### src/hdl/ium_pkg.sv
// Shared types of the interval union merger: table cell and result load.
// No dependencies.
package ium_pkg;

	localparam int DW = 32;

	// One table cell: lower bound in the upper half, upper bound in the lower half.
	typedef struct packed {
		logic signed [DW-1:0] lo;
		logic signed [DW-1:0] hi;
	} cell_t;

	// Load request from the sequencer to the output register.
	typedef struct packed {
		logic                 load;
		logic signed [DW-1:0] start_v;
		logic signed [DW-1:0] finish_v;
		logic                 last_res;
		logic                 empty;
		logic                 ovf;
	} out_ld_t;

endpackage

### src/hdl/interval_union_merge.sv
// Interval union merger top level: sequencer, interval table memory, output register.
// Depends on ium_pkg, ium_seq and ium_store.
// An item that is stored walks down the table and moves up the cells with a larger start
// (0 to MAX_INTERVALS-1 of them); the first item of a set and a dropped item need no walk.
// A last item starts the merge scan; the results then follow one per cycle while the
// output is not stalled. Reset clears control state and counts; the table stays undefined.
module interval_union_merge #(
	parameter int MAX_INTERVALS = 16
) (
	input  logic                          clk,
	input  logic                          arst_n,
	input  logic                          in_valid,
	output logic                          in_stall,
	input  logic signed [ium_pkg::DW-1:0] start_req,
	input  logic signed [ium_pkg::DW-1:0] finish,
	input  logic                          last_item,
	output logic                          out_valid,
	input  logic                          out_stall,
	output logic signed [ium_pkg::DW-1:0] merged_start,
	output logic signed [ium_pkg::DW-1:0] merged_finish,
	output logic                          final_result,
	output logic                          empty_set,
	output logic                          overflowed
);

	localparam int AW = $clog2(MAX_INTERVALS);

	// The table keeps the stored intervals sorted by ascending start. An input
	// item is inserted by walking down from the top cell: each cycle one cell
	// is read and, when its start is larger, written one place higher, so the
	// single read port of the table sets the insertion time.
	//
	// The last item of a set starts the merge. The table is read in ascending
	// order; each finished group of overlapping or touching intervals is
	// written back in place at the group count, which never passes the read
	// pointer. The groups are then read back from the highest down, giving the
	// results in order of descending start.

	ium_pkg::out_ld_t ld;
	logic             out_free;
	logic             mem_we;
	logic [AW-1:0]    mem_waddr;
	ium_pkg::cell_t   mem_wdata;
	logic             mem_re;
	logic [AW-1:0]    mem_raddr;
	ium_pkg::cell_t   mem_rdata;
	logic             out_valid_q;

	// A new result may enter when the register is empty or is being taken.
	assign out_free = !out_valid_q || !out_stall;

	ium_seq #(
		.MAX_INTERVALS(MAX_INTERVALS)
	) u_seq (
		.clk       (clk),
		.arst_n    (arst_n),
		.in_valid  (in_valid),
		.in_stall  (in_stall),
		.start_req (start_req),
		.finish    (finish),
		.last_item (last_item),
		.out_free  (out_free),
		.ld        (ld),
		.mem_we    (mem_we),
		.mem_waddr (mem_waddr),
		.mem_wdata (mem_wdata),
		.mem_re    (mem_re),
		.mem_raddr (mem_raddr),
		.mem_rdata (mem_rdata)
	);

	ium_store #(
		.DEPTH(MAX_INTERVALS)
	) u_store (
		.clk   (clk),
		.we    (mem_we),
		.waddr (mem_waddr),
		.wdata (mem_wdata),
		.re    (mem_re),
		.raddr (mem_raddr),
		.rdata (mem_rdata)
	);

	// Output register: it decouples the result side, so the block can take the
	// next input item while the final result of a set still waits downstream.
	always_ff @(posedge clk or negedge arst_n) begin
		if (!arst_n) begin
			out_valid_q <= 1'b0;
		end else if (ld.load) begin
			out_valid_q <= 1'b1;
		end else if (!out_stall) begin
			out_valid_q <= 1'b0;
		end
	end

	always_ff @(posedge clk) begin
		if (ld.load) begin
			merged_start  <= ld.start_v;
			merged_finish <= ld.finish_v;
			final_result  <= ld.last_res;
			empty_set     <= ld.empty;
			overflowed    <= ld.ovf;
		end
	end

	assign out_valid = out_valid_q;

endmodule

### src/hdl/ium_store.sv
// Interval table memory: one write port, one read port, registered read data.
// Depends on ium_pkg for the cell type.
module ium_store #(
	parameter int DEPTH = 16,
	localparam int AW = $clog2(DEPTH)
) (
	input  logic              clk,
	input  logic              we,
	input  logic [AW-1:0]     waddr,
	input  ium_pkg::cell_t    wdata,
	input  logic              re,
	input  logic [AW-1:0]     raddr,
	output ium_pkg::cell_t    rdata
);

	ium_pkg::cell_t mem [DEPTH];

	// Read data only moves when a read is issued, so it holds while the consumer waits.
	always_ff @(posedge clk) begin
		if (we) begin
			mem[waddr] <= wdata;
		end
		if (re) begin
			rdata <= mem[raddr];
		end
	end

endmodule

### src/hdl/ium_seq.sv
// Sequencer of the interval union merger: sorted insertion, merge scan and readout.
// Depends on ium_pkg; drives the ports of ium_store.
module ium_seq #(
	parameter int MAX_INTERVALS = 16,
	localparam int AW = $clog2(MAX_INTERVALS),
	localparam int CW = $clog2(MAX_INTERVALS + 1)
) (
	input  logic                          clk,
	input  logic                          arst_n,
	input  logic                          in_valid,
	output logic                          in_stall,
	input  logic signed [ium_pkg::DW-1:0] start_req,
	input  logic signed [ium_pkg::DW-1:0] finish,
	input  logic                          last_item,
	input  logic                          out_free,
	output ium_pkg::out_ld_t              ld,
	output logic                          mem_we,
	output logic [AW-1:0]                 mem_waddr,
	output ium_pkg::cell_t                mem_wdata,
	output logic                          mem_re,
	output logic [AW-1:0]                 mem_raddr,
	input  ium_pkg::cell_t                mem_rdata
);

	typedef enum logic [8:0] {
		ST_IDLE   = 9'b000000001,
		ST_INS    = 9'b000000010,
		ST_MRD0   = 9'b000000100,
		ST_MFIRST = 9'b000001000,
		ST_MSCAN  = 9'b000010000,
		ST_MEND   = 9'b000100000,
		ST_ERD    = 9'b001000000,
		ST_EMIT   = 9'b010000000,
		ST_EMPTY  = 9'b100000000
	} state_t;

	localparam logic [CW-1:0] FULL = CW'(MAX_INTERVALS);

	state_t                       state_q, state_d;
	logic [CW-1:0]                cnt_q, cnt_d;
	logic                         ovf_q, ovf_d;
	ium_pkg::cell_t               cell_q, cell_d;
	logic                         last_q, last_d;
	logic [AW-1:0]                pos_q, pos_d;
	logic [AW-1:0]                di_q, di_d;
	logic [AW-1:0]                m_q, m_d;
	logic signed [ium_pkg::DW-1:0] cs_q, cs_d;
	logic signed [ium_pkg::DW-1:0] cf_q, cf_d;

	logic                         acc;
	logic                         ok;
	logic                         full;
	logic                         ins;
	logic [AW-1:0]                cnt_m1;
	ium_pkg::cell_t               rd;
	logic signed [ium_pkg::DW:0]  a_ext;
	logic signed [ium_pkg::DW:0]  cf_inc;
	logic                         join_grp;

	assign in_stall = (state_q != ST_IDLE);
	assign acc      = in_valid && !in_stall;
	assign ok       = (finish >= start_req);
	assign full     = (cnt_q == FULL);
	assign ins      = acc && ok && !full;
	assign cnt_m1   = AW'(cnt_q - CW'(1));
	assign rd       = mem_rdata;

	// Adjacency test at one bit more than the bounds, so the top value does not wrap.
	assign a_ext    = {rd.lo[ium_pkg::DW-1], rd.lo};
	assign cf_inc   = {cf_q[ium_pkg::DW-1], cf_q} + (ium_pkg::DW+1)'(1);
	assign join_grp = (a_ext <= cf_inc);

	always_comb begin
		state_d   = state_q;
		cnt_d     = cnt_q;
		ovf_d     = ovf_q;
		cell_d    = cell_q;
		last_d    = last_q;
		pos_d     = pos_q;
		di_d      = di_q;
		m_d       = m_q;
		cs_d      = cs_q;
		cf_d      = cf_q;
		mem_we    = 1'b0;
		mem_waddr = '0;
		mem_wdata = cell_q;
		mem_re    = 1'b0;
		mem_raddr = '0;
		ld        = '0;
		unique case (state_q)
			ST_IDLE: begin
				if (acc) begin
					cell_d = '{lo: start_req, hi: finish};
					last_d = last_item;
					if (ok && full) begin
						ovf_d = 1'b1;
					end
					if (ins && cnt_q == '0) begin
						mem_we    = 1'b1;
						mem_waddr = '0;
						mem_wdata = '{lo: start_req, hi: finish};
						cnt_d     = CW'(1);
						if (last_item) begin
							state_d = ST_MRD0;
						end
					end else if (ins) begin
						// Walk down from the top cell, moving larger starts up one place.
						mem_re    = 1'b1;
						mem_raddr = cnt_m1;
						pos_d     = AW'(cnt_q);
						state_d   = ST_INS;
					end else if (last_item) begin
						state_d = (cnt_q == '0) ? ST_EMPTY : ST_MRD0;
					end
				end
			end
			ST_INS: begin
				if (pos_q != '0 && rd.lo > cell_q.lo) begin
					mem_we    = 1'b1;
					mem_waddr = pos_q;
					mem_wdata = rd;
					pos_d     = pos_q - AW'(1);
					mem_re    = 1'b1;
					mem_raddr = pos_q - AW'(2);
				end else begin
					mem_we    = 1'b1;
					mem_waddr = pos_q;
					mem_wdata = cell_q;
					cnt_d     = cnt_q + CW'(1);
					state_d   = last_q ? ST_MRD0 : ST_IDLE;
				end
			end
			ST_MRD0: begin
				mem_re    = 1'b1;
				mem_raddr = '0;
				state_d   = ST_MFIRST;
			end
			ST_MFIRST: begin
				cs_d = rd.lo;
				cf_d = rd.hi;
				m_d  = '0;
				if (cnt_q == CW'(1)) begin
					state_d = ST_MEND;
				end else begin
					mem_re    = 1'b1;
					mem_raddr = AW'(1);
					di_d      = AW'(1);
					state_d   = ST_MSCAN;
				end
			end
			ST_MSCAN: begin
				// Closed groups are written back in place below the read pointer.
				if (join_grp) begin
					if (rd.hi > cf_q) begin
						cf_d = rd.hi;
					end
				end else begin
					mem_we    = 1'b1;
					mem_waddr = m_q;
					mem_wdata = '{lo: cs_q, hi: cf_q};
					m_d       = m_q + AW'(1);
					cs_d      = rd.lo;
					cf_d      = rd.hi;
				end
				if (di_q == cnt_m1) begin
					state_d = ST_MEND;
				end else begin
					mem_re    = 1'b1;
					mem_raddr = di_q + AW'(1);
					di_d      = di_q + AW'(1);
				end
			end
			ST_MEND: begin
				mem_we    = 1'b1;
				mem_waddr = m_q;
				mem_wdata = '{lo: cs_q, hi: cf_q};
				state_d   = ST_ERD;
			end
			ST_ERD: begin
				mem_re    = 1'b1;
				mem_raddr = m_q;
				state_d   = ST_EMIT;
			end
			ST_EMIT: begin
				if (out_free) begin
					ld.load     = 1'b1;
					ld.start_v  = rd.lo;
					ld.finish_v = rd.hi;
					ld.last_res = (m_q == '0);
					ld.empty    = 1'b0;
					ld.ovf      = ovf_q;
					if (m_q == '0) begin
						cnt_d   = '0;
						ovf_d   = 1'b0;
						state_d = ST_IDLE;
					end else begin
						mem_re    = 1'b1;
						mem_raddr = m_q - AW'(1);
						m_d       = m_q - AW'(1);
					end
				end
			end
			ST_EMPTY: begin
				if (out_free) begin
					ld.load     = 1'b1;
					ld.start_v  = '0;
					ld.finish_v = '0;
					ld.last_res = 1'b1;
					ld.empty    = 1'b1;
					ld.ovf      = ovf_q;
					cnt_d       = '0;
					ovf_d       = 1'b0;
					state_d     = ST_IDLE;
				end
			end
			default: begin
				state_d = ST_IDLE;
			end
		endcase
	end

	always_ff @(posedge clk or negedge arst_n) begin
		if (!arst_n) begin
			state_q <= ST_IDLE;
			cnt_q   <= '0;
			ovf_q   <= 1'b0;
		end else begin
			state_q <= state_d;
			cnt_q   <= cnt_d;
			ovf_q   <= ovf_d;
		end
	end

	always_ff @(posedge clk) begin
		cell_q <= cell_d;
		last_q <= last_d;
		pos_q  <= pos_d;
		di_q   <= di_d;
		m_q    <= m_d;
		cs_q   <= cs_d;
		cf_q   <= cf_d;
	end

endmodule

### config.mk
export PLATFORM = sky130hd
export DESIGN_NAME = interval_union_merge
export DESIGN_NICKNAME = d
export VERILOG_FILES = /design/src/hdl/ium_pkg.sv /design/src/hdl/interval_union_merge.sv /design/src/hdl/ium_store.sv /design/src/hdl/ium_seq.sv
export SDC_FILE = /design/constraint.sdc
export NUM_CORES = 2
export LEC_CHECK = 0
export BUFFER_PORTS_ARGS = -buffer_cell sky130_fd_sc_hd__buf_2
export CAP_MARGIN = 0
export CORE_MARGIN = 4
export CORE_UTILIZATION = 55
export DETAILED_ROUTE_END_ITERATION = 10
export PLACE_DENSITY = 0.74
export SYNTH_ARGS = -nofsm -noshare
export SYNTH_HDL_FRONTEND = slang
export SYNTH_HIERARCHICAL = 1
export SYNTH_SLANG_ARGS = --single-unit
### constraint.sdc
create_clock -name clk -period 9.15 [get_ports clk]
set_input_delay 1.83 -clock clk [delete_from_list [all_inputs] [get_ports clk]]
set_output_delay 1.83 -clock clk [all_outputs]
set_load 0.02 [all_outputs]
Word-level counts from Yosys, hierarchy flattened --
Memory sizes are Yosys's and may differ from the RTL's. A register that Yosys moved wholly into a read port is not among the register bits. Index checks and enable logic that the tools add are counted.
Storage, ports and cells: register bits after elaboration 224, latch bits 0, RAM bits 1024, ROM bits 0, input bits 69, output and inout port bits 69, logic and storage cells 172, memories kept 1
Operators by class: add/sub/neg operators 8, $mul 0, div/mod/pow operators 0, magnitude comparators 4, equal/unequal tests 32, shift operators 0, mux-type cells 80, bitwise logic cells 0, reductions and logical operators 30
Memory list:
- u_store.mem | depth 16, width 64, rd ports 1, clocked after memory_dff 1, wr ports 1, RTL line ium_store.sv:16 | ium_pkg::cell_t mem [DEPTH];
Operators by type and width (count):
- 2-to-1 mux 64 bit | 4
- one-hot mux 64 bit (4 select lines) | 1
- 2-to-1 mux 68 bit | 2
- one-hot mux 68 bit (2 select lines) | 1
- one-hot mux 32 bit (2 select lines) | 2
- 2-to-1 mux 9 bit | 11
- 2-to-1 mux 32 bit | 3
- one-hot mux 9 bit (9 select lines) | 1
- 2-to-1 mux 4 bit | 17
- greater-than comparator 32 bit | 2
- adder 32 x 2 -> 33 bit, second input constant | 1
- <= comparator 32 x 33 -> 1 bit | 1
- >= comparator 32 bit | 1
- 2-to-1 mux 5 bit | 6
- one-hot mux 4 bit (3 select lines) | 2
- one-hot mux 4 bit (6 select lines) | 1
- 2-to-1 mux 1 bit | 21
- one-hot mux 5 bit (4 select lines) | 1
- != test 2 x 1 -> 1 bit, second input constant | 8
- != test 2 bit, second input constant | 8
- one-hot mux 4 bit (2 select lines) | 2
- subtractor 4 x 1 -> 4 bit, second input constant | 3
- == test 9 x 1 -> 1 bit, second input constant | 1
- == test 9 x 2 -> 1 bit, second input constant | 1
- other kinds (36) | 53

Depth between registers and ports, before layout --
depth after elaboration 11, depth in mapped cells 21, gate-level depth less buffers 19

Modules after synthesis --
Netlist, hierarchy kept.
By module, submodules not included:
- ium_store | times used 1, cells an instance 1647, area each 40222.3 um2
- ium_seq | times used 1, cells an instance 1308, area each 11962.7 um2
- interval_union_merge | times used 1, cells an instance 70, area each 2048.2 um2

Worst setup path after synthesis --
OpenSTA, ideal clock, no wires.
path kind input to register, from input in_valid, to memory u_store/mem[0][0] in the netlist's numbering, enable pin, data arrival time 9.991 ns, data required time 8.585 ns, path slack -1.406 ns, stages 10, path through and2_1 -> clkbuf_1 -> and3_1 -> ha_1 -> and3_1 -> clkbuf_1 -> clkbuf_1 -> or4_1 -> or3b_2 -> nor3_1
Between the ends: cells in the longest elaborated chain, start to end 9
RTL lines:
- from (decl) | RTL line interval_union_merge.sv:12 | input logic in_valid,
- logical AND 1 bit (*) | RTL line ium_seq.sv:61 | assign acc = in_valid && !in_stall;
- logical AND 1 bit (2 in a row) | RTL line ium_seq.sv:64 | assign ins = acc && ok && !full;
- logical AND 1 bit | RTL line ium_seq.sv:98 | if (ins && cnt_q == '0) begin
- 2-to-1 mux 1 bit | RTL line ium_seq.sv:98
- 2-to-1 mux 1 bit (*) | RTL line ium_seq.sv:92 | if (acc) begin
- one-hot mux 1 bit (3 select lines) (*) | RTL line ium_seq.sv:90 | unique case (state_q)
- net mem_we | RTL line interval_union_merge.sv:41 | logic mem_we;
- 2-to-1 mux 1 bit (*) | RTL line ium_store.sv:20 | if (we) begin
- 2-to-1 mux 1 bit (implied by the code) (*) | RTL line ium_store.sv:21 | mem[waddr] <= wdata;
- to (decl) | RTL line ium_store.sv:16
Mark *: on every way through the listed nets, which the timed path passes. The rest lies on a longest branch.

Final worst setup path --
from input finish[31] in the netlist's numbering, to register, netlist name u_store/rdata[51]
Between the ends: cells in the longest elaborated chain, start to end 7, elaborated cells on any way between the ends 12, those cells by class order compare (1); mux (8); reduce/logical (3)
RTL lines:
- from (decl) | RTL line interval_union_merge.sv:15 | input logic signed [ium_pkg::DW-1:0] finish,
- >= comparator 32 bit (*) | RTL line ium_seq.sv:62 | assign ok = (finish >= start_req);
- logical AND 1 bit (*) (2 in a row) | RTL line ium_seq.sv:64
- 2-to-1 mux 4 bit / logical AND 1 bit (equally long branches) | RTL line ium_seq.sv:106, ium_seq.sv:98
- 2-to-1 mux 4 bit (*) | RTL line ium_seq.sv:98
- 2-to-1 mux 4 bit (*) | RTL line ium_seq.sv:92
- one-hot mux 4 bit (6 select lines) (*) | RTL line ium_seq.sv:90
- net mem_raddr[3] | RTL line interval_union_merge.sv:45 | logic [AW-1:0] mem_raddr;
Marked as above. A chain may end at the register's enable or synchronous reset.

==> metrics.txt <==
Clock Tree Buf Depth=3; Max Fanout on Critical Path=40; Via-to-Cell Ratio=6.77; Rows=114; area delta synth->final=12.4%; dominant cells by area after synthesis=edfxtp_1, mux4_2, ha_1; Netlist cell types=70; Worst setup EP type=flop; Cells after Synth=slightly above 3000; initial DRC count=around 5000; core area=97300 um2; Clock Sinks=~1300; VDD IR max=0.204 mV; Worst Clk Skew=around 0.026 ns; sequential element share of the synthesized area=0.725; Worst Tran Pin Value=1.28 ns; clk root buf=clkbuf_16; Fin Setup TNS=0 ns; Die Area=roughly 100000 um2; cts hold-fix bufs=0; async set-reset flop share out of synthesis=0.0122; final RePlAce weighted congestion=slightly below 1; vias in the first global route=31100; P_leak=19.9 nW; placed wire-length estimate=slightly below 90 mm; worst min path class=reg -> reg; Mapped Area=~54000 um2; Global Route Usage Sum=0.288; outcome=finished clean; initial antenna violation count=15; commonest non-fill, non-tap cell in the layout=edfxtp_1; Worst R2R Start=u_seq/cf_q[6]; reg2reg path depth=19; mean post-synth cell area=17.9 um2; Initial Util=0.558; Startpoint Class=primary input; crit path DAT=about 7.8 ns; cts repair resizes=0; Worst slew margin=0.148; Post-synth EDFFs=1296; max_cap viols=0; first drt pass iteration count=8; Port Buffers=137; Hold Path Stages=0; I/O pins=about 140; DR WL/cell=32.1 um; power density cells=308 nW/um2; R2R Setup Slk=2.44 ns; yosys warns=6; CP Class=in -> reg; Routed WL=148 mm; worst path required time=9.74 ns; pre-CTS WS=1.50 ns; setup bufs post-CTS=0; Synth area leader=edfxtp_1; CTS clk-pin slew, worst paths=0.06 ns; global-route wire length before repair=215 mm; share of cells above drive strength 1=0.205; Vias=approximately 31000; maximum operating frequency=~140 MHz; min-delay src=u_store/rdata[0]; total grt overflow=0; Synth Register Bits=1312; H-tree lvl count=4; period utilization=0.783; largest net degree at the start of global routing=100; Die Span Y=322 um; CTS tree=built; clk_lat worst skew=~0.74 ns; most frequent cells in the layout=edfxtp_1, mux4_2, nand2_1, ha_1, buf_2; Final setup viols=0; TritonCTS buffer count=130; fin crit period=7.16 ns; Final Hold Vio Count=0; DR DRC count=0; Die W=322 um; Nets=3434; fin worst setup slack=1.99 ns; Yosys top cell area share=0.718; fin. max-slew vios=0; Post-Syn Nets=3237; Antenna Nets Post-Route=0; Critical R2R Capture=u_store/mem[10][17]; Fillers=6604; unrepaired setup endpoints after global routing=no; endpoint of the worst hold path=u_seq/cf_q[0]; predominant post-synthesis flop cell=edfxtp_1; critical path launch point=finish[31]
## cells by family (layout without fill, tap and decap cells)
logic type	Yosys count	after routing	share of synthesized area
compound gates	389	389	0.0514
xor+xnor	43	43	0.00694
fa+ha+maj	143	143	0.0330
other cells	0	7	0
flops	1312	1312	0.725
buf+inv	270	571	0.0216
simple gates	599	599	0.0533
mux	269	269	0.109
## Yosys cell counts, types with 6 or more instances
cell type / count
edfxtp_1: 1296
mux4_2: 256
nand2_1: 246
ha_1: 143
a22oi_1: 129
inv_1: 128
nand3_1: 83
clkbuf_1: 75
nor2_1: 71
and2_1: 69
o21ai_0: 64
a21oi_1: 63
a222oi_1: 53
xnor2_1: 35
nand4_1: 32
buf_2: 29
nor3_1: 27
buf_1: 18
dfrtp_1: 15
a221oi_1: 14
buf_6: 13
mux2i_1: 12
a21o_1: 11
nor2b_1: 11
o211ai_1: 11
nor4_1: 10
a211oi_1: 8
or4_1: 8
xor2_1: 8
buf_4: 6
o21a_1: 6
## sequential cells by signal, summed over array words and instances (netlist names)
register / count
u_seq/cf_q: 32
u_seq/cs_q: 32
u_seq/pos_q: 4
merged_start: 32
u_store/mem: 1024
u_seq/ovf_q: 1
u_seq/last_q: 1
final_result: 1
u_seq/cell_q: 64
u_store/rdata: 64
merged_finish: 32
overflowed: 1
u_seq/m_q: 4
u_seq/cnt_q: 5
out_valid: 1
empty_set: 1
u_seq/di_q: 4
u_seq/state_q: 9
## metal layers
layer	GRT usage	share of wire	vias to the layer above
met5	0	0.00054	-
met4	0.125	0.048	12
met3	0.0712	0.13	408
met2	0.438	0.46	2258
met1	0.403	0.36	15900
li1	-	-	12600
## critical path, cell delays in order
cell and delay [ns]:
buf_2 0.17, ha_1 0.49, nand4_1 0.22, or4_1 0.63, nor3_1 0.28, a211oi_1 0.20, xnor2_1 0.25, nand2_1 0.10
and3_1 0.18, ha_1 0.28, inv_1 0.13, o2111ai_1 0.35, o21ai_0 0.90, nor2b_4 0.96, buf_12 0.38, a22oi_1 0.18
nand2_1 0.13
## through the flow
stage          hold WS [ns]  power, mW  utilization  std cells  area [um2]
2_1_floorplan         0.426       11.8            -       3025       54300
3_3_place_gp          0.465       13.4        0.584       4366       56800
3_5_place_dp          0.449       13.6        0.584       4366       56800
4_1_cts               0.461       18.8        0.626       4602       60900
5_1_grt               0.466       19.5        0.626       4602       60900
6_report              0.462       18.8        0.627       4609       60900
## final cells by class
| class | count | area (um2) | share of cell area |
|---|---|---|---|
| inverter | 129 | 484 | 0.00794 |
| multi-input combinational | 1443 | 14000 | 0.229 |
| tap | 1276 | 1600 | 0.0262 |
| sequential | 1312 | 39300 | 0.645 |
| clock inverter | 80 | 782 | 0.0128 |
| clock buffer | 156 | 3370 | 0.0553 |
| timing repair buffer | 206 | 1390 | 0.0228 |
| antenna | 7 | 17.5 | 0.000287 |
## report_power, final
part | switching [mW] | total [mW] | internal [mW]
Combinational | 3.14 | 4.79 | 1.66
Clock | 2.27 | 5.19 | 2.92
Sequential | 0.567 | 8.81 | 8.25
Total | 5.97 | 18.8 | 12.8
## how the worst max path moves through the flow
stage | slack (ns) | cells past startpoint | endpoint
after floorplan | 0.33 | 10 | u_store/mem[1][0]
after global placement | 1.69 | 18 | u_store/rdata[43]
after detailed placement | 1.50 | 18 | u_store/rdata[58]
after CTS | 2.22 | 18 | u_store/rdata[60]
after global routing | 1.84 | 18 | u_store/rdata[60]
final | 1.99 | 17 | u_store/rdata[51]
(Power assumes the default switching activity.)
